### config.mk
export PLATFORM = sky130hd
export DESIGN_NAME = threshold_centroid_tracker
export DESIGN_NICKNAME = d
export VERILOG_FILES = /design/src/rtl/core/tct_pkg.sv /design/src/rtl/core/threshold_centroid_tracker.sv /design/src/rtl/core/tct_front.sv /design/src/rtl/core/tct_queue.sv /design/src/rtl/core/tct_back.sv
export SDC_FILE = /design/constraint.sdc
export NUM_CORES = 1
export LEC_CHECK = 0
export BUFFER_PORTS_ARGS = -buffer_cell sky130_fd_sc_hd__clkbuf_2
export CELL_PAD_IN_SITES_DETAIL_PLACEMENT = 0
export CELL_PAD_IN_SITES_GLOBAL_PLACEMENT = 1
export CORE_MARGIN = 2
export CORE_UTILIZATION = 45
export DETAILED_ROUTE_END_ITERATION = 6
export GPL_ROUTABILITY_DRIVEN = 0
export PLACE_DENSITY = 0.78
export SLEW_MARGIN = 25
export SYNTH_ARGS = -nofsm -noshare
export SYNTH_HDL_FRONTEND = slang
export SYNTH_SLANG_ARGS = --single-unit
export TNS_END_PERCENT = 1
### constraint.sdc
create_clock -name aclk -period 13.65 [get_ports aclk]
set_input_delay 0.6825 -clock aclk [delete_from_list [all_inputs] [get_ports aclk]]
set_output_delay 0.6825 -clock aclk [all_outputs]
set_load 0.01 [all_outputs]
### src/rtl/core/tct_pkg.sv
// Shared constants, defaults and the gray conversion for the centroid tracker.
package tct_pkg;

    localparam int PIX_W          = 8;
    localparam int OUT_W          = 13;
    localparam int QUEUE_DEPTH    = 2;
    localparam int DEF_MAX_WIDTH  = 4096;
    localparam int DEF_MAX_HEIGHT = 4096;
    localparam int DEF_COL_W      = 12;
    localparam int DEF_ROW_W      = 12;
    localparam int DEF_CNT_W      = 25;
    localparam int DEF_SUM_W      = 36;
    localparam int GRAY_ACC_W     = 22;

    localparam logic [PIX_W-1:0] THRESHOLD_RESET = 8'd200;

    function automatic logic [PIX_W-1:0] to_gray(
        input logic [PIX_W-1:0] b,
        input logic [PIX_W-1:0] g,
        input logic [PIX_W-1:0] r
    );
        logic [GRAY_ACC_W-1:0] acc;
        acc = 22'd1868 * GRAY_ACC_W'(b) + 22'd9617 * GRAY_ACC_W'(g)
            + 22'd4899 * GRAY_ACC_W'(r) + 22'd8192;
        return acc[GRAY_ACC_W-1:GRAY_ACC_W-PIX_W];
    endfunction

endpackage

### src/rtl/core/threshold_centroid_tracker.sv
// Threshold centroid tracker top level: front end, frame queue and divider back end.
// The block takes BGR pixels in raster order, converts each to gray with BT.601 weights,
// counts the pixels brighter than the threshold register together with the sums of their
// columns and rows, and on the end-of-frame pixel delivers the truncated mean column and
// row, or -1 for both when no pixel passed. Pixels are taken at one per clock; the front
// end stalls only while the two-entry queue of finished frame totals is full. The back end
// forms each frame result with a restoring divider that yields one quotient bit per cycle
// on the sums, which are 36 bits wide at the default size; an empty frame skips the division.
module threshold_centroid_tracker #(
    parameter int MAX_WIDTH  = tct_pkg::DEF_MAX_WIDTH,
    parameter int MAX_HEIGHT = tct_pkg::DEF_MAX_HEIGHT
) (
    input  logic                             aclk,
    input  logic                             aresetn,
    input  logic                             cfg_wr_en,
    input  logic [tct_pkg::PIX_W-1:0]        cfg_wr_data,
    input  logic                             s_valid,
    output logic                             s_ready,
    input  logic [tct_pkg::PIX_W-1:0]        s_blue,
    input  logic [tct_pkg::PIX_W-1:0]        s_green,
    input  logic [tct_pkg::PIX_W-1:0]        s_red,
    input  logic                             s_end_of_line,
    input  logic                             s_end_of_frame,
    output logic                             m_valid,
    input  logic                             m_ready,
    output logic signed [tct_pkg::OUT_W-1:0] m_centroid_x,
    output logic signed [tct_pkg::OUT_W-1:0] m_centroid_y
);
    import tct_pkg::*;

    localparam int     CAP    = MAX_WIDTH * MAX_HEIGHT;
    localparam int     COL_W  = $clog2(MAX_WIDTH);
    localparam int     ROW_W  = $clog2(MAX_HEIGHT);
    localparam int     CNT_W  = $clog2(CAP + 1);
    localparam longint SX_MAX = longint'(CAP) * longint'(MAX_WIDTH - 1);
    localparam longint SY_MAX = longint'(CAP) * longint'(MAX_HEIGHT - 1);
    localparam int     SX_W   = $clog2(SX_MAX + 1);
    localparam int     SY_W   = $clog2(SY_MAX + 1);
    localparam int     DIV_W  = (SX_W > SY_W) ? SX_W : SY_W;
    localparam int     Q_W    = CNT_W + SX_W + SY_W;

    logic             t_valid, t_ready;
    logic [CNT_W-1:0] t_count, q_count;
    logic [SX_W-1:0]  t_sum_x, q_sum_x;
    logic [SY_W-1:0]  t_sum_y, q_sum_y;
    logic             q_valid, q_ready;
    logic [Q_W-1:0]   q_in_data, q_out_data;

    tct_front #(
        .MAX_WIDTH (MAX_WIDTH),
        .MAX_HEIGHT(MAX_HEIGHT),
        .COL_W     (COL_W),
        .ROW_W     (ROW_W),
        .CNT_W     (CNT_W),
        .SX_W      (SX_W),
        .SY_W      (SY_W)
    ) u_front (
        .aclk          (aclk),
        .aresetn       (aresetn),
        .cfg_wr_en     (cfg_wr_en),
        .cfg_wr_data   (cfg_wr_data),
        .s_valid       (s_valid),
        .s_ready       (s_ready),
        .s_blue        (s_blue),
        .s_green       (s_green),
        .s_red         (s_red),
        .s_end_of_line (s_end_of_line),
        .s_end_of_frame(s_end_of_frame),
        .t_valid       (t_valid),
        .t_ready       (t_ready),
        .t_count       (t_count),
        .t_sum_x       (t_sum_x),
        .t_sum_y       (t_sum_y)
    );

    assign q_in_data = {t_count, t_sum_x, t_sum_y};
    assign {q_count, q_sum_x, q_sum_y} = q_out_data;

    tct_queue #(
        .DATA_W(Q_W)
    ) u_queue (
        .aclk     (aclk),
        .aresetn  (aresetn),
        .in_valid (t_valid),
        .in_ready (t_ready),
        .in_data  (q_in_data),
        .out_valid(q_valid),
        .out_ready(q_ready),
        .out_data (q_out_data)
    );

    tct_back #(
        .CNT_W(CNT_W),
        .SX_W (SX_W),
        .SY_W (SY_W),
        .DIV_W(DIV_W)
    ) u_back (
        .aclk        (aclk),
        .aresetn     (aresetn),
        .q_valid     (q_valid),
        .q_ready     (q_ready),
        .q_count     (q_count),
        .q_sum_x     (q_sum_x),
        .q_sum_y     (q_sum_y),
        .m_valid     (m_valid),
        .m_ready     (m_ready),
        .m_centroid_x(m_centroid_x),
        .m_centroid_y(m_centroid_y)
    );

endmodule

### src/rtl/core/tct_front.sv
// Pixel front end: threshold test, position counters and per-frame sums.
module tct_front #(
    parameter int MAX_WIDTH  = tct_pkg::DEF_MAX_WIDTH,
    parameter int MAX_HEIGHT = tct_pkg::DEF_MAX_HEIGHT,
    parameter int COL_W      = tct_pkg::DEF_COL_W,
    parameter int ROW_W      = tct_pkg::DEF_ROW_W,
    parameter int CNT_W      = tct_pkg::DEF_CNT_W,
    parameter int SX_W       = tct_pkg::DEF_SUM_W,
    parameter int SY_W       = tct_pkg::DEF_SUM_W
) (
    input  logic                      aclk,
    input  logic                      aresetn,
    input  logic                      cfg_wr_en,
    input  logic [tct_pkg::PIX_W-1:0] cfg_wr_data,
    input  logic                      s_valid,
    output logic                      s_ready,
    input  logic [tct_pkg::PIX_W-1:0] s_blue,
    input  logic [tct_pkg::PIX_W-1:0] s_green,
    input  logic [tct_pkg::PIX_W-1:0] s_red,
    input  logic                      s_end_of_line,
    input  logic                      s_end_of_frame,
    output logic                      t_valid,
    input  logic                      t_ready,
    output logic [CNT_W-1:0]          t_count,
    output logic [SX_W-1:0]           t_sum_x,
    output logic [SY_W-1:0]           t_sum_y
);
    import tct_pkg::*;

    localparam int CAP = MAX_WIDTH * MAX_HEIGHT;
    localparam logic [COL_W-1:0] COL_LAST = COL_W'(MAX_WIDTH - 1);
    localparam logic [ROW_W-1:0] ROW_LAST = ROW_W'(MAX_HEIGHT - 1);
    localparam logic [CNT_W-1:0] CNT_CAP  = CNT_W'(CAP);

    logic [PIX_W-1:0] thr_reg;
    logic [COL_W-1:0] col_reg, col_next;
    logic [ROW_W-1:0] row_reg, row_next;
    logic [CNT_W-1:0] cnt_reg, cnt_next, cnt_add;
    logic [SX_W-1:0]  sum_x_reg, sum_x_next, sum_x_add;
    logic [SY_W-1:0]  sum_y_reg, sum_y_next, sum_y_add;
    logic             pass;
    logic             accept;

    assign s_ready = t_ready;
    assign accept  = s_valid && s_ready;
    assign t_valid = s_valid && s_end_of_frame;
    assign pass    = (to_gray(s_blue, s_green, s_red) > thr_reg) && (cnt_reg < CNT_CAP);

    always_comb begin
        cnt_add   = cnt_reg;
        sum_x_add = sum_x_reg;
        sum_y_add = sum_y_reg;
        if (pass) begin
            cnt_add   = cnt_reg + CNT_W'(1);
            sum_x_add = sum_x_reg + SX_W'(col_reg);
            sum_y_add = sum_y_reg + SY_W'(row_reg);
        end
        cnt_next   = cnt_add;
        sum_x_next = sum_x_add;
        sum_y_next = sum_y_add;
        col_next   = col_reg;
        row_next   = row_reg;
        priority if (s_end_of_frame) begin
            cnt_next   = '0;
            sum_x_next = '0;
            sum_y_next = '0;
            col_next   = '0;
            row_next   = '0;
        end else if (s_end_of_line) begin
            col_next = '0;
            if (row_reg < ROW_LAST) begin
                row_next = row_reg + ROW_W'(1);
            end
        end else begin
            if (col_reg < COL_LAST) begin
                col_next = col_reg + COL_W'(1);
            end
        end
    end

    assign t_count = cnt_add;
    assign t_sum_x = sum_x_add;
    assign t_sum_y = sum_y_add;

    always_ff @(posedge aclk) begin
        if (!aresetn) begin
            thr_reg   <= THRESHOLD_RESET;
            col_reg   <= '0;
            row_reg   <= '0;
            cnt_reg   <= '0;
            sum_x_reg <= '0;
            sum_y_reg <= '0;
        end else begin
            if (cfg_wr_en) begin
                thr_reg <= cfg_wr_data;
            end
            if (accept) begin
                col_reg   <= col_next;
                row_reg   <= row_next;
                cnt_reg   <= cnt_next;
                sum_x_reg <= sum_x_next;
                sum_y_reg <= sum_y_next;
            end
        end
    end

endmodule

### src/rtl/core/tct_queue.sv
// Two-entry queue that holds finished frame totals for the divider.
module tct_queue #(
    parameter int DATA_W = 2 * tct_pkg::DEF_SUM_W + tct_pkg::DEF_CNT_W
) (
    input  logic              aclk,
    input  logic              aresetn,
    input  logic              in_valid,
    output logic              in_ready,
    input  logic [DATA_W-1:0] in_data,
    output logic              out_valid,
    input  logic              out_ready,
    output logic [DATA_W-1:0] out_data
);
    import tct_pkg::*;

    localparam int PTR_W = $clog2(QUEUE_DEPTH);
    localparam int FILL_W = $clog2(QUEUE_DEPTH + 1);

    logic [DATA_W-1:0] mem [QUEUE_DEPTH];
    logic [PTR_W-1:0]  wr_ptr_reg, rd_ptr_reg;
    logic [FILL_W-1:0] fill_reg;
    logic              push, pop;

    assign in_ready  = (fill_reg != FILL_W'(QUEUE_DEPTH));
    assign out_valid = (fill_reg != '0);
    assign out_data  = mem[rd_ptr_reg];
    assign push      = in_valid && in_ready;
    assign pop       = out_valid && out_ready;

    always_ff @(posedge aclk) begin
        if (push) begin
            mem[wr_ptr_reg] <= in_data;
        end
    end

    always_ff @(posedge aclk) begin
        if (!aresetn) begin
            wr_ptr_reg <= '0;
            rd_ptr_reg <= '0;
            fill_reg   <= '0;
        end else begin
            if (push) begin
                wr_ptr_reg <= (wr_ptr_reg == PTR_W'(QUEUE_DEPTH - 1)) ? '0
                                                                      : wr_ptr_reg + PTR_W'(1);
            end
            if (pop) begin
                rd_ptr_reg <= (rd_ptr_reg == PTR_W'(QUEUE_DEPTH - 1)) ? '0
                                                                      : rd_ptr_reg + PTR_W'(1);
            end
            if (push && !pop) begin
                fill_reg <= fill_reg + FILL_W'(1);
            end else if (pop && !push) begin
                fill_reg <= fill_reg - FILL_W'(1);
            end
        end
    end

endmodule

### src/rtl/core/tct_back.sv
// Back end: bit-serial division of the frame sums and the result register.
module tct_back #(
    parameter int CNT_W = tct_pkg::DEF_CNT_W,
    parameter int SX_W  = tct_pkg::DEF_SUM_W,
    parameter int SY_W  = tct_pkg::DEF_SUM_W,
    parameter int DIV_W = tct_pkg::DEF_SUM_W
) (
    input  logic                             aclk,
    input  logic                             aresetn,
    input  logic                             q_valid,
    output logic                             q_ready,
    input  logic [CNT_W-1:0]                 q_count,
    input  logic [SX_W-1:0]                  q_sum_x,
    input  logic [SY_W-1:0]                  q_sum_y,
    output logic                             m_valid,
    input  logic                             m_ready,
    output logic signed [tct_pkg::OUT_W-1:0] m_centroid_x,
    output logic signed [tct_pkg::OUT_W-1:0] m_centroid_y
);
    import tct_pkg::*;

    localparam int STEP_W = $clog2(DIV_W + 1);

    typedef enum logic [1:0] {
        ST_IDLE,
        ST_DIV,
        ST_OUT
    } state_t;

    state_t            state_reg;
    logic [CNT_W-1:0]  den_reg;
    logic [CNT_W-1:0]  rx_reg, ry_reg, rx_next, ry_next;
    logic [DIV_W-1:0]  qx_reg, qy_reg, qx_next, qy_next;
    logic [STEP_W-1:0] step_reg;
    logic [CNT_W:0]    trial_x, trial_y;
    logic [OUT_W-1:0]  cx_reg, cy_reg;
    logic              m_valid_reg;

    assign q_ready      = (state_reg == ST_IDLE);
    assign m_valid      = m_valid_reg;
    assign m_centroid_x = $signed(cx_reg);
    assign m_centroid_y = $signed(cy_reg);

    always_comb begin
        trial_x = {rx_reg, qx_reg[DIV_W-1]};
        trial_y = {ry_reg, qy_reg[DIV_W-1]};
        if (trial_x >= {1'b0, den_reg}) begin
            rx_next = CNT_W'(trial_x - {1'b0, den_reg});
            qx_next = {qx_reg[DIV_W-2:0], 1'b1};
        end else begin
            rx_next = trial_x[CNT_W-1:0];
            qx_next = {qx_reg[DIV_W-2:0], 1'b0};
        end
        if (trial_y >= {1'b0, den_reg}) begin
            ry_next = CNT_W'(trial_y - {1'b0, den_reg});
            qy_next = {qy_reg[DIV_W-2:0], 1'b1};
        end else begin
            ry_next = trial_y[CNT_W-1:0];
            qy_next = {qy_reg[DIV_W-2:0], 1'b0};
        end
    end

    always_ff @(posedge aclk) begin
        if (!aresetn) begin
            state_reg   <= ST_IDLE;
            m_valid_reg <= 1'b0;
        end else begin
            unique case (state_reg)
                ST_IDLE: begin
                    if (q_valid) begin
                        den_reg  <= q_count;
                        qx_reg   <= DIV_W'(q_sum_x);
                        qy_reg   <= DIV_W'(q_sum_y);
                        rx_reg   <= '0;
                        ry_reg   <= '0;
                        step_reg <= STEP_W'(DIV_W);
                        if (q_count == '0) begin
                            cx_reg      <= '1;
                            cy_reg      <= '1;
                            m_valid_reg <= 1'b1;
                            state_reg   <= ST_OUT;
                        end else begin
                            state_reg <= ST_DIV;
                        end
                    end
                end
                ST_DIV: begin
                    rx_reg   <= rx_next;
                    ry_reg   <= ry_next;
                    qx_reg   <= qx_next;
                    qy_reg   <= qy_next;
                    step_reg <= step_reg - STEP_W'(1);
                    if (step_reg == STEP_W'(1)) begin
                        cx_reg      <= OUT_W'(qx_next);
                        cy_reg      <= OUT_W'(qy_next);
                        m_valid_reg <= 1'b1;
                        state_reg   <= ST_OUT;
                    end
                end
                ST_OUT: begin
                    if (m_ready) begin
                        m_valid_reg <= 1'b0;
                        state_reg   <= ST_IDLE;
                    end
                end
                default: begin
                    state_reg <= ST_IDLE;
                end
            endcase
        end
    end

`ifndef NO_ASSERTIONS
    a_div_nonzero_den: assert property (@(posedge aclk) disable iff (!aresetn)
        state_reg == ST_DIV |-> den_reg != '0)
        else $error("Division runs with a zero item count.");

    a_div_rem_bound: assert property (@(posedge aclk) disable iff (!aresetn)
        state_reg == ST_DIV |-> (rx_reg < den_reg) && (ry_reg < den_reg))
        else $error("Partial remainder is not below the divisor.");

    a_valid_matches_state: assert property (@(posedge aclk) disable iff (!aresetn)
        m_valid_reg == (state_reg == ST_OUT))
        else $error("Result valid disagrees with the back-end state.");

    a_div_steps: assert property (@(posedge aclk) disable iff (!aresetn)
        state_reg == ST_DIV |-> step_reg != '0)
        else $error("Division step counter ran past zero.");
`endif

endmodule

## Word-level counts from Yosys, hierarchy flattened

Memory sizes are Yosys's and may differ from the RTL's. A register that Yosys moved wholly into a read port is not among the register bits.
Cells that the tools add are included.

| word-level totals | value |
|---|---|
| bits in latches | 0 |
| word-level logic and storage cells | 126 |
| bits of input ports | 39 |
| RAM bits | 194 |
| flip-flop bits (word level) | 315 |
| memories kept | 1 |
| memory bits (read-only) | 0 |

| cells by class | value |
|---|---|
| $mul | 3 |
| magnitude comparators | 6 |
| reduce and logical (&&, ||, !) cells | 25 |
| equal/unequal tests | 8 |
| muxes and demuxes | 49 |
| $add $sub $neg | 15 |
| bitwise logic cells | 0 |
| shift operators | 0 |
| divide/modulo/power cells | 0 |

Memory list:

| memory | words | bits a word | rd ports | clocked after memory_dff | write ports | line | text |
|---|---|---|---|---|---|---|---|
| u_queue.mem | 2 | 97 | 1 | 1 | 1 | tct_queue.sv:19 | `logic [DATA_W-1:0] mem [QUEUE_DEPTH];` |

Operators by type and width:

| operator | count |
|---|---|
| $mux 36 | 6 |
| $pmux 36 s2 | 2 |
| $mux 25 | 5 |
| $pmux 25 s2 | 2 |
| $add 36x12->36 | 2 |
| $mux 12 | 6 |
| $ge 26x25->1 | 2 |
| $mux 13 | 4 |
| $pmux 13 s2 | 2 |
| $sub 25x25->25 | 2 |
| $add 25x1->25 const B | 1 |
| $logic_not 25->1 | 1 |
| $lt 25x25->1 const B | 1 |
| $add 12x1->12 const B | 2 |
| $lt 12x12->1 const B | 2 |
| $add 19x22->22 | 1 |
| $add 22x14->22 const B | 1 |
| $add 22x21->22 | 1 |
| $mul 14x8->22 const A | 1 |
| $mul 13x8->21 const A | 1 |
| $mul 9x8->17 const A | 1 |
| $mux 1 | 12 |
| $mux 2 | 6 |
| $pmux 6 s2 | 1 |
| 21 further kinds | 41 |

## Longest topological paths before layout

Gate-level depths: netlist (run 1).

| logic depth | value |
|---|---|
| depth after elaboration | 8 |
| gate-level depth with buffers | 41 |
| mapped depth without buffers | 39 |

## Cells and area by module

Synthesis (run 1) repeated with hierarchy kept, for this count alone.

| unflattened totals | value |
|---|---|
| cell total of the unflattened synthesis | 2979 |
| area, all modules | 31325.0 um2 |

Modules (own cells, without submodules):

| module | cells each | times used | area each (um2) |
|---|---|---|---|
| tct_front | 1628 | 1 | 13644.3 |
| tct_back | 1025 | 1 | 10321.1 |
| tct_queue | 326 | 1 | 7359.6 |

## Worst setup path before layout (run 1)

No wires, ideal clock.

| timing | value |
|---|---|
| kind | input -> register |
| start | input port s_blue[5] (netlist name) |
| end | register u_front.sum_y_reg[35] |
| stages on the path | 39 |
| arrival | 9741 ps |
| data required time | 13576 ps |
| setup slack | 3835 ps |
| cell sequence | ha_1 -> ha_1 -> inv_1 -> fa_1 -> fa_1 -> inv_1 -> ha_1 -> nor3b_1 -> o21a_1 -> o21a_1 -> o21a_1 -> o21ai_0 -> nor2b_1 -> xnor2_1 -> ha_1 -> ha_1 -> fa_1 -> inv_1 -> [... 3 more ...] -> ha_1 -> a21o_1 -> a21o_1 -> o41a_1 -> a21o_1 -> a21oi_1 -> xnor2_1 -> ha_1 -> a21o_1 -> a21o_1 -> a21oi_1 -> or2_2 -> buf_6 -> a221oi_1 -> a21oi_2 -> or4_4 -> or3_1 -> a31oi_1 |

| on the way | value |
|---|---|
| longest elaborated chain between the ends | 8 |

Ends and longest elaborated chain:

| what | line | text |
|---|---|---|
| start: declaration | threshold_centroid_tracker.sv:19 | `input logic [tct_pkg::PIX_W-1:0] s_blue,` |
| $mul 9x8->17 | tct_pkg.sv:23 | `acc = 22'd1868 * GRAY_ACC_W'(b) + 22'd9617 * GRAY_ACC_W'(g)` |
| $add 19x22->22 | tct_pkg.sv:23 |  |
| $add 22x21->22 | tct_pkg.sv:24 | `+ 22'd4899 * GRAY_ACC_W'(r) + 22'd8192;` |
| $add 22x14->22 | tct_pkg.sv:24 |  |
| $gt 8x8->1 | tct_front.sv:47 | `assign pass = (to_gray(s_blue, s_green, s_red) > thr_reg) && (cnt_reg < CNT_CAP);` |
| $logic_and 1x1->1 | tct_front.sv:47 |  |
| $mux 36 | tct_front.sv:53 | `if (pass) begin` |
| $mux 36 | tct_front.sv:63 | `priority if (s_end_of_frame) begin` |
| end signal: assignment | tct_front.sv:102 | `sum_y_reg <= sum_y_next;` |
| end: declaration | tct_front.sv:40 | `logic [SY_W-1:0] sum_y_reg, sum_y_next, sum_y_add;` |

No other way between the ends.
A chain may end at the register's enable or synchronous reset.

## Final worst setup path (run 1)

| timing | value |
|---|---|
| start | input port s_blue[5] (netlist name) |
| end | memory u_queue.mem[0][63] (netlist name), data pin |

| on the way | value |
|---|---|
| longest elaborated chain between the ends | 7 |

Ends and longest elaborated chain:

| what | line | text |
|---|---|---|
| $mul 9x8->17 | tct_pkg.sv:23 |  |
| $add 19x22->22 | tct_pkg.sv:23 |  |
| $add 22x21->22 | tct_pkg.sv:24 |  |
| $add 22x14->22 | tct_pkg.sv:24 |  |
| $gt 8x8->1 | tct_front.sv:47 |  |
| $logic_and 1x1->1 | tct_front.sv:47 |  |
| $mux 36 | tct_front.sv:53 |  |
| net t_sum_x[27] | threshold_centroid_tracker.sv:44 | `logic [SX_W-1:0] t_sum_x, q_sum_x;` |
| end: declaration | tct_queue.sv:19 |  |

The timed path passes the listed nets, and every way through them passes these cells.

==> results of run 1 <==
[worst max-delay path: cells and delay by family]
kind	cells	cell delay, ps
compound gates	14	3040
xor+xnor	3	400
fa+ha+maj	12	4680
buf+inv	5	340
simple gates	5	1440
[power breakdown]
group          internal (W)  switching, W  total [W]  leakage [nW]
registers           0.00213      0.000127    0.00226          4.57
logic               0.00187       0.00283    0.00470          7.97
clock network      0.000906      0.000625    0.00153         0.908
total               0.00491       0.00358    0.00849          13.4
[cell usage in the layout, fill, tap and decap left out, drive strengths merged, types with 25 or more instances in the layout]
master,instances
a21boi,43
buf,25
nand3,65
fa,91
inv,281
a21o,41
a31oi,33
ha,231
mux2,26
or3,32
nor2,199
nor3,30
nand2,214
a22oi,33
dfxtp,137
o21ai,167
nand2b,36
xnor2,103
and3,28
nor2b,34
edfxtp,373
xor2,68
clkbuf,143
mux2i,115
a21oi,125
nand4,28
[metal layers]
metal / global-route usage / up-vias / part of all wire
met5: 0 / - / 0
met2: 0.334 / 364 / 0.49
met4: 0.0458 / 0 / 0.018
li1: - / 10200 / -
met3: 0.0199 / 81 / 0.031
met1: 0.257 / 10200 / 0.46
[worst paths after layout]
| path | startpoint | end | slack (ps) | cells after the start |
|---|---|---|---|---|
| setup / recovery | s_blue[5] | u_queue.mem[0][63]$_DFFE_PP_ | 3420 | 39 |
| hold / removal | cfg_wr_data[6] | u_front.thr_reg[6]$_SDFFE_PN1P_ | 300 | 3 |
| setup reg to reg | flop | u_back.m_centroid_x[4]$_SDFFCE_PN1P_ | 8900 | 7 |
| hold reg to reg | u_front.cnt_reg[15]$_SDFFE_PN0P_ | u_front.cnt_reg[15]$_SDFFE_PN0P_ | 460 | 2 |
[logic make-up (layout without fill, tap and decap cells)]
| family | count (synthesis) | after routing | synth area share |
|---|---|---|---|
| xor+xnor | 171 | 171 | 0.0493 |
| buf+inv | 387 | 474 | 0.0490 |
| other cells | 0 | 1 | 0 |
| fa+ha+maj | 322 | 322 | 0.155 |
| flops | 510 | 510 | 0.459 |
| mux | 141 | 141 | 0.0475 |
| compound gates | 565 | 565 | 0.119 |
| simple gates | 756 | 756 | 0.122 |
[per-stage QoR]
step,cell area [um2],std cells
2_1_floorplan,30400,2852
3_3_place_gp,31600,3707
3_5_place_dp,31600,3707
4_1_cts,33500,3811
5_1_grt,33500,3812
6_report,33500,3813
[cell type report]
| class | count | share of cell area |
|---|---|---|
| antenna | 1 | 0.0000747 |
| clock buffer | 77 | 0.0448 |
| clock inverter | 27 | 0.0108 |
| inverter | 279 | 0.0313 |
| multi-input combinational | 1955 | 0.449 |
| sequential | 510 | 0.416 |
| tap | 873 | 0.0326 |
| timing repair buffer | 91 | 0.0156 |
==> results.toml, run 1 <==
[status]
status = "complete, no violations"

[timing]
setup_ws_ps = 3420
hold_ws_ps = 295
period_minus_slack_ps = 10230
slew-limit-headroom = 0.295
slew_viol_final = 0
fin_setup_tns_ps = 0
hold_viol = 0
setup_viol = 0
rsz0062_at_grt = "false"
max_slew.worst_pin.slew_ps = 1060
fin_skew_ps = 31.1
period_share = 0.750
fmax_mhz = 97.7

[global_routing]
grt_overflow = 0
grt_start_max_net_pins = 79
grt_pass1_wl_um = 109000
grt_pass1_vias = 20800
antenna_found_initial = 0
grt.total_usage = 0.192

[place]
dp_slack_ps = 2820
portBuffers = 66
dp_hpwl_um = 47900

[finish]
multiInputGateArea_um2 = 15000
nFillCells = 5984
area_growth_pct = 10.2
drive_above_1_share = 0.0820
final-seq-area_um2 = 13900
final_util = 0.500
largest_reg_flops = 194
final_net_count = 3253
largest-register = "u_queue.mem"

[die]
rows = 95
core-area_um2 = 67000
die_x_um = 264
chipHeight_um = 264
start_util = 0.453
dieArea_um2 = 69700
num_io_pins = 67

[routing]
routed-via-count = 20900
drcViolationCount = 0
routed_via_density = 5.48
wl_per_cell_um = 17.8
routed_wl_um = 67700
ant_nets = 0
first_iter_violations = 1329
first_pass_iters = 5

[synth]
synthDistinctLibCells = 87
synth_common_cells = "edfxtp_1 (373), inv_1 (278), ha_1 (231)"
syn-num-nets = 3213
ys.flop_type = "edfxtp_1"
syn_avg_cell_area_um2 = 10.7
synthCells = 2852
synth_top_area_frac = 0.368
yosys.area.top_type = "edfxtp_1"
synth_area_um2 = 30400
yosysMostFrequentCell = "edfxtp_1"
synth_edf_count = 373
ys_seq_area_frac = 0.459
async_flop_share = 0
synth_warnings = 0
ys_ff_latch = 510
synthTopCellsByArea = "edfxtp_1 (37%), ha_1 (9.5%), dfxtp_1 (9.0%)"

[min_path]
hp-class = "in -> reg"

[setup_path]
slowest_delay_ps = 550
start_kind = "input pin"
arrival_ps = 10570
crit_path_end_kind = "flop"
crit_slowest_cell = "fa_1"
worstPathRequired_ps = 13990
critPathKind = "in -> reg"
path_max_fanout = 17
cpMostUsedCell = "ha_1"

[run]
maxCapViolCount = 0

[clock_tree]
cts-buffers-inserted = 55
clkTransAtPathRegs_ps = 60
cts_setup_buffers = 0
clock_latency_ps = 620
clock_sinks = 510
cts_hold_buf = 0
htree_levels = 2
cts_resized = 0
cts_tree = "built"
cts-root-buf = "clkbuf_16"
clockBufferDepth = 3

[pwr]
ir_worst_vdd_mv = 0.368
p_per_area_nw_per_um2 = 253
finalPower_w = 0.00849
power.leakage_nw = 13.4
Note: power is estimated with default switching activity, not from simulation.
==> run 2, diff against run 1 <==
- PLACE_DENSITY: 0.78 -> 0.81
- clock period: 13.65 -> 8.3 ns (I/O delays scaled with it)
==> run 2 against run 1 <==
Compared with the run above: the flow now finishes with violations (setup timing); first-iteration DRC count increased by 14%; routed wire length rose by 5.4%; power is 92% higher; hold slack worse by 270 ps; critical path type unchanged; utilization increased by 3.0 points; die area stayed put; global-route usage increased by 0.93 points; clock skew is 9.5 ps lower; cell count up 3.6%.
==> results.toml, run 2 (synthesis gave the netlist of run 1 again) <==
[status]
status = "finished with violations"
violations = "setup timing"

[pwr]
power.leakage_nw = 14.4
ir_worst_vdd_mv = 0.723
p_per_area_nw_per_um2 = 459
swShare = 0.412
p_comb_frac = 0.618
internal-power_w = 0.00957
power_frac_seq = 0.229
power_frac_clock = 0.153
power_switching_w = 0.00671

[setup_path]
critPathKind = "in -> reg"
crit_slowest_cell = "fa_1"
arrival_ps = 9280
slowest_delay_ps = 540
start_kind = "input pin"
path_max_fanout = 8
worstPathRequired_ps = 8820
crit_path_end_kind = "flop"

[global_routing]
grt.total_usage = 0.201
grt_overflow = 0
grt_pass1_vias = 21900
grt_start_max_net_pins = 72
grt_pass1_wl_um = 114000
antenna_found_initial = 0

[finish]
drive_above_1_share = 0.165
final_common_cell = "edfxtp_1"
final_net_count = 3391
final_cell_mix = "edfxtp_1 (373), inv_1 (273), ha_1 (222)"
largest_reg_flops = 194
area_growth_pct = 16.8
largest-register = "u_queue.mem"
final_util = 0.530

[die]
num_io_pins = 67
start_util = 0.453
core-area_um2 = 67000
rows = 95
dieArea_um2 = 69700
chipHeight_um = 264
die_x_um = 264

[clock_tree]
cts-buffers-inserted = 53
clock_sinks = 510
cts_tree = "built"
clock_latency_ps = 630
clkTransAtPathRegs_ps = 60
clockBufferDepth = 3
htree_levels = 2
cts-root-buf = "clkbuf_16"

[timing]
setup_viol = 251
slew_viol_final = 0
fmax_mhz = 114
hold_ws_ps = 29.4
fin_skew_ps = 21.6
max_slew.worst_pin.slew_ps = 1030
hold_viol = 0
slew-limit-headroom = 0.316
period_minus_slack_ps = 8760
setup_ws_ps = -459
period_share = 1.06
rsz0062_at_grt = "true"

[place]
dp_hpwl_um = 49800
portBuffers = 66

[run]
maxCapViolCount = 0

[routing]
first_pass_iters = 5
wl_per_cell_um = 18.1
ant_nets = 0
first_iter_violations = 1513
routed_wl_um = 71300
routed-via-count = 21800
routed_via_density = 5.52
drcViolationCount = 0

[min_path]
hp-class = "in -> reg"
-- run 2: cell types whose count changed in the layout (fill, tap and decap cells not counted), moves of 11 or more --
cell     previous run  this run
xor2_2              0        21
xor2_1             68        46
nand2_1           211       198
nand2_2             3        15
o21ai_1            10        34
buf_4              24       138
o21ai_0           154       126
a21oi_1           121       110
buf_6               1        19
-- run 2: power groups by stage --
stage / Sequential, W / Clock [W] / Combinational (W)
CTS: 0.00373 / 0.00254 / 0.00960
detailed placement: 0.00378 / 0 / 0.00928
floorplan: 0.00372 / 0 / 0.00621
global route: 0.00377 / 0.00264 / 0.0111
global placement: 0.00376 / 0 / 0.00892
finish: 0.00372 / 0.00249 / 0.0101
-- run 2: critical path: cells and delay by family --
family,cells,cell delay [ps]
compound gates,10,2070
xor+xnor,2,250
fa+ha+maj,12,4260
buf+inv,10,1070
simple gates,8,1210
-- run 2: repair_timing --
item	in CTS	in global routing
buffers inserted	2	17
hold buffers	2	0
resized for setup	104	91
endpoints found under the setup margin	291	291
pin swaps	47	50
endpoints found under the hold margin	2	0
-- run 2: area by class of cell --
| cell class | count | area (um2) |
|---|---|---|
| Fill cell | 5785 | 31500 |
| Multi-Input combinational cell | 1955 | 15800 |
| Sequential cell | 510 | 13900 |
| Timing Repair Buffer | 231 | 1760 |
| Clock buffer | 69 | 1470 |
| Tap cell | 873 | 1090 |
| Inverter | 279 | 1050 |
| Clock inverter | 31 | 373 |
| Antenna cell | 1 | 2.50 |
-- run 2: worst paths after layout --
check	from	to	slack [ps]	depth (start not counted)
max	s_blue[5]	u_front.sum_x_reg[30]$_SDFFE_PN0P_	-460	42
min	cfg_wr_data[3]	u_front.thr_reg[3]$_SDFFE_PN1P_	30	3
min reg2reg	u_front.cnt_reg[15]$_SDFFE_PN0P_	u_front.cnt_reg[15]$_SDFFE_PN0P_	470	2
max reg2reg	u_back.den_reg[0]$_DFFE_PP_	u_back.qy_reg[0]$_DFFE_PP_	3910	12
-- run 2: routing by layer --
layer | GRT usage | share of wire | up-vias
met4 | 0.0600 | 0.025 | 0
met5 | 0 | 0 | -
met1 | 0.267 | 0.44 | 10700
met3 | 0.0241 | 0.046 | 118
met2 | 0.344 | 0.49 | 511
li1 | - | - | 10500
-- run 2: through the flow --
| stage | setup slack (ps) | area [um2] | power (W) | setup TNS, ps | instances |
|---|---|---|---|---|---|
| 3_3_place_gp | -1040 | 32700 | 0.0127 | -239400 | 3826 |
| 5_1_grt | -729 | 35500 | 0.0175 | -135140 | 3948 |
| 6_report | -459 | 35500 | 0.0163 | -53180 | 3949 |
| 4_1_cts | -397 | 35000 | 0.0159 | -44500 | 3930 |
| 3_5_place_dp | -1210 | 32700 | 0.0131 | -286970 | 3826 |
| 2_1_floorplan | -738 | 30500 | 0.00993 | -71110 | 2852 |
==> run 3, diff against run 2 <==
- ABC_AREA: not set -> 1
- CORE_UTILIZATION: 45 -> 44
- PLACE_DENSITY: 0.81 -> 0.83
==> run 3 against run 2 <==
Compared with the run above: non-clock buffer count down 47; die area up 7.6%; setup slack better by 870 ps; the run now ends clean; synthesized area up 5.4%; global-route usage up 1.2 points; synthesized cell count up 33%; hold slack better by 43 ps; utilization down 2.3 points; count of clock-buffer cells in the layout up 2; critical endpoint is now u_front.sum_x_reg[12]$_SDFFE_PN0P_; sequential share of layout area down 0.89 points.
==> results.toml, run 3 <==
[status]
status = "complete, no violations"

[die]
rows = 98
chipHeight_um = 274
start_util = 0.447
die_x_um = 274
num_io_pins = 67
core-area_um2 = 71700
dieArea_um2 = 75000

[place]
placedCellCount = 4822
dp_hpwl_um = 56800
portBuffers = 66
placed_area_um2 = 34000

[synth]
yosysMostFrequentCell = "nand2_1"
synth_edf_count = 373
ys_seq_area_frac = 0.435
synth_warnings = 0
synth_area_um2 = 32000
async_flop_share = 0
syn-num-nets = 4163
synthCells = 3802
yosys.area.top_type = "edfxtp_1"
synthDistinctLibCells = 55
synth_common_cells = "nand2_1 (972), inv_1 (560), edfxtp_1 (373)"
ys.flop_type = "edfxtp_1"
syn_avg_cell_area_um2 = 8.42
ys_ff_latch = 510
synth_top_area_frac = 0.350
synthTopCellsByArea = "edfxtp_1 (35%), nand2_1 (11%), ha_1 (9.0%)"

[finish]
final_common_cell = "nand2_1"
drive_above_1_share = 0.0933
nFillCells = 6798
final-seq-area_um2 = 13900
final_net_count = 4300
multiInputGateArea_um2 = 15900
final_area_um2 = 36300
fin_cells = 4937
largest_reg_flops = 194
area_growth_pct = 13.4
largest-register = "u_queue.mem"
final_cell_mix = "nand2_1 (967), inv_1 (558), edfxtp_1 (373)"
antennaDiodeCount = 0

[timing]
slew_viol_final = 0
slew-limit-headroom = 0.378
setup_viol = 0
fin_skew_ps = 66.2
period_share = 0.951
fmax_mhz = 127
period_minus_slack_ps = 7890
max_slew.worst_pin.slew_ps = 933
hold_viol = 0

[setup_path]
crit_slowest_cell = "fa_1"
slowest_delay_ps = 570
worstPathRequired_ps = 8870
arrival_ps = 8460
critPathKind = "in -> reg"
cpMostUsedCell = "ha_1"
start_kind = "input pin"
crit_path_end_kind = "flop"
path_max_fanout = 12

[global_routing]
grt_overflow = 0
grt.total_usage = 0.212
grt_pass1_wl_um = 129000
use_met2 = 0.358
grt_start_max_net_pins = 129
antenna_found_initial = 1
busiest_layer = "met2"
met3_usage = 0.0207
grt_use_met1 = 0.292
grt_pass1_vias = 25000

[routing]
ant_nets = 0
wl_per_cell_um = 16.3
routed_via_density = 5.17
routed-via-count = 25500
drcViolationCount = 0
first_iter_violations = 1861
first_pass_iters = 6
routed_wl_um = 80200

[run]
maxCapViolCount = 0

[min_path]
hp-class = "in -> reg"

[clock_tree]
clock_sinks = 510
clkTransAtPathRegs_ps = 60
cts-root-buf = "clkbuf_16"
cts_hold_buf = 0
cts_tree = "built"
htree_levels = 2
clock_latency_ps = 650
cts-buffers-inserted = 56
clockBufferDepth = 3
run 3: changes by cell type after synthesis, moves of 36 or more:
cell,before,now
nand2b_1,36,0
nand3_1,65,215
a21oi_1,122,327
xnor2_1,103,39
nor2_1,199,284
o21ai_0,154,108
inv_1,278,560
nand2_1,214,972
mux2i_1,115,0
run 3: cell type report:
cell class,count,share of cell area
Inverter,564,0.0586
Tap cell,950,0.0327
Multi-Input combinational cell,2623,0.437
Clock inverter,35,0.00999
Sequential cell,510,0.384
Clock buffer,71,0.0413
Timing Repair Buffer,184,0.0367
run 3: worst paths after layout:
kind                                   startpoint                              endpoint  slack, ps  depth (start not counted)
setup / recovery                        s_blue[6]    u_front.sum_x_reg[12]$_SDFFE_PN0P_        410                         41
hold / removal                     cfg_wr_data[7]       u_front.thr_reg[7]$_SDFFE_PN1P_         70                          3
setup reg to reg                             flop  u_back.m_centroid_y[4]$_SDFFCE_PN1P_       4040                         11
hold reg to reg   u_queue.rd_ptr_reg$_SDFFE_PN0P_                                  flop        450                          1
run 3: stage by stage:
step	worst slack, ps	hold WS, ps	setup TNS, ps	utilization
floorplan	132	425	0	-
global placement	-503	424	-88120	0.474
detailed placement	-630	434	-117370	0.474
CTS	-1.56	38.7	-1.56	0.500
global route	-33.2	65.0	-412	0.506
finish	407	72.7	0	0.506
run 3: worst max-delay path, delay by kind of cell:
kind / cells / cell delay, ps
AO/OA/AOI/OAI: 3 / 580
XOR/XNOR: 3 / 560
adder cells (fa/ha/maj): 12 / 4580
buffers and inverters: 10 / 1010
AND/OR/NAND/NOR: 13 / 1320
run 3: per-layer routing:
layer,wire length (um),up-vias
met5,0,-
met4,1740,0
met3,3060,107
met2,38000,508
met1,37500,12100
li1,-,12800
run 3: cells by family (layout without fill, tap and decap cells):
| logic type | Yosys count | count (layout) | synth area share |
|---|---|---|---|
| and+or+nand+nor | 1654 | 1654 | 0.216 |
| buffers and inverters | 669 | 854 | 0.0811 |
| AOI/OAI and AO/OA | 543 | 543 | 0.0922 |
| DFF | 510 | 510 | 0.435 |
| adders and majority gates | 322 | 322 | 0.147 |
| xor gates and xnor gates | 104 | 104 | 0.0284 |
run 3: repair_timing:
| item | CTS | global route |
|---|---|---|
| endpoints found under the setup margin | 2 | 291 |
| pin swaps | 1 | 19 |
| gates cloned | 0 | 2 |
| gates resized for setup | 2 | 76 |
| buffers inserted | 0 | 7 |
Power of run 3 is not shown: default switching activity piles up to over one toggle a cycle in this logic, so the estimate is an artifact.
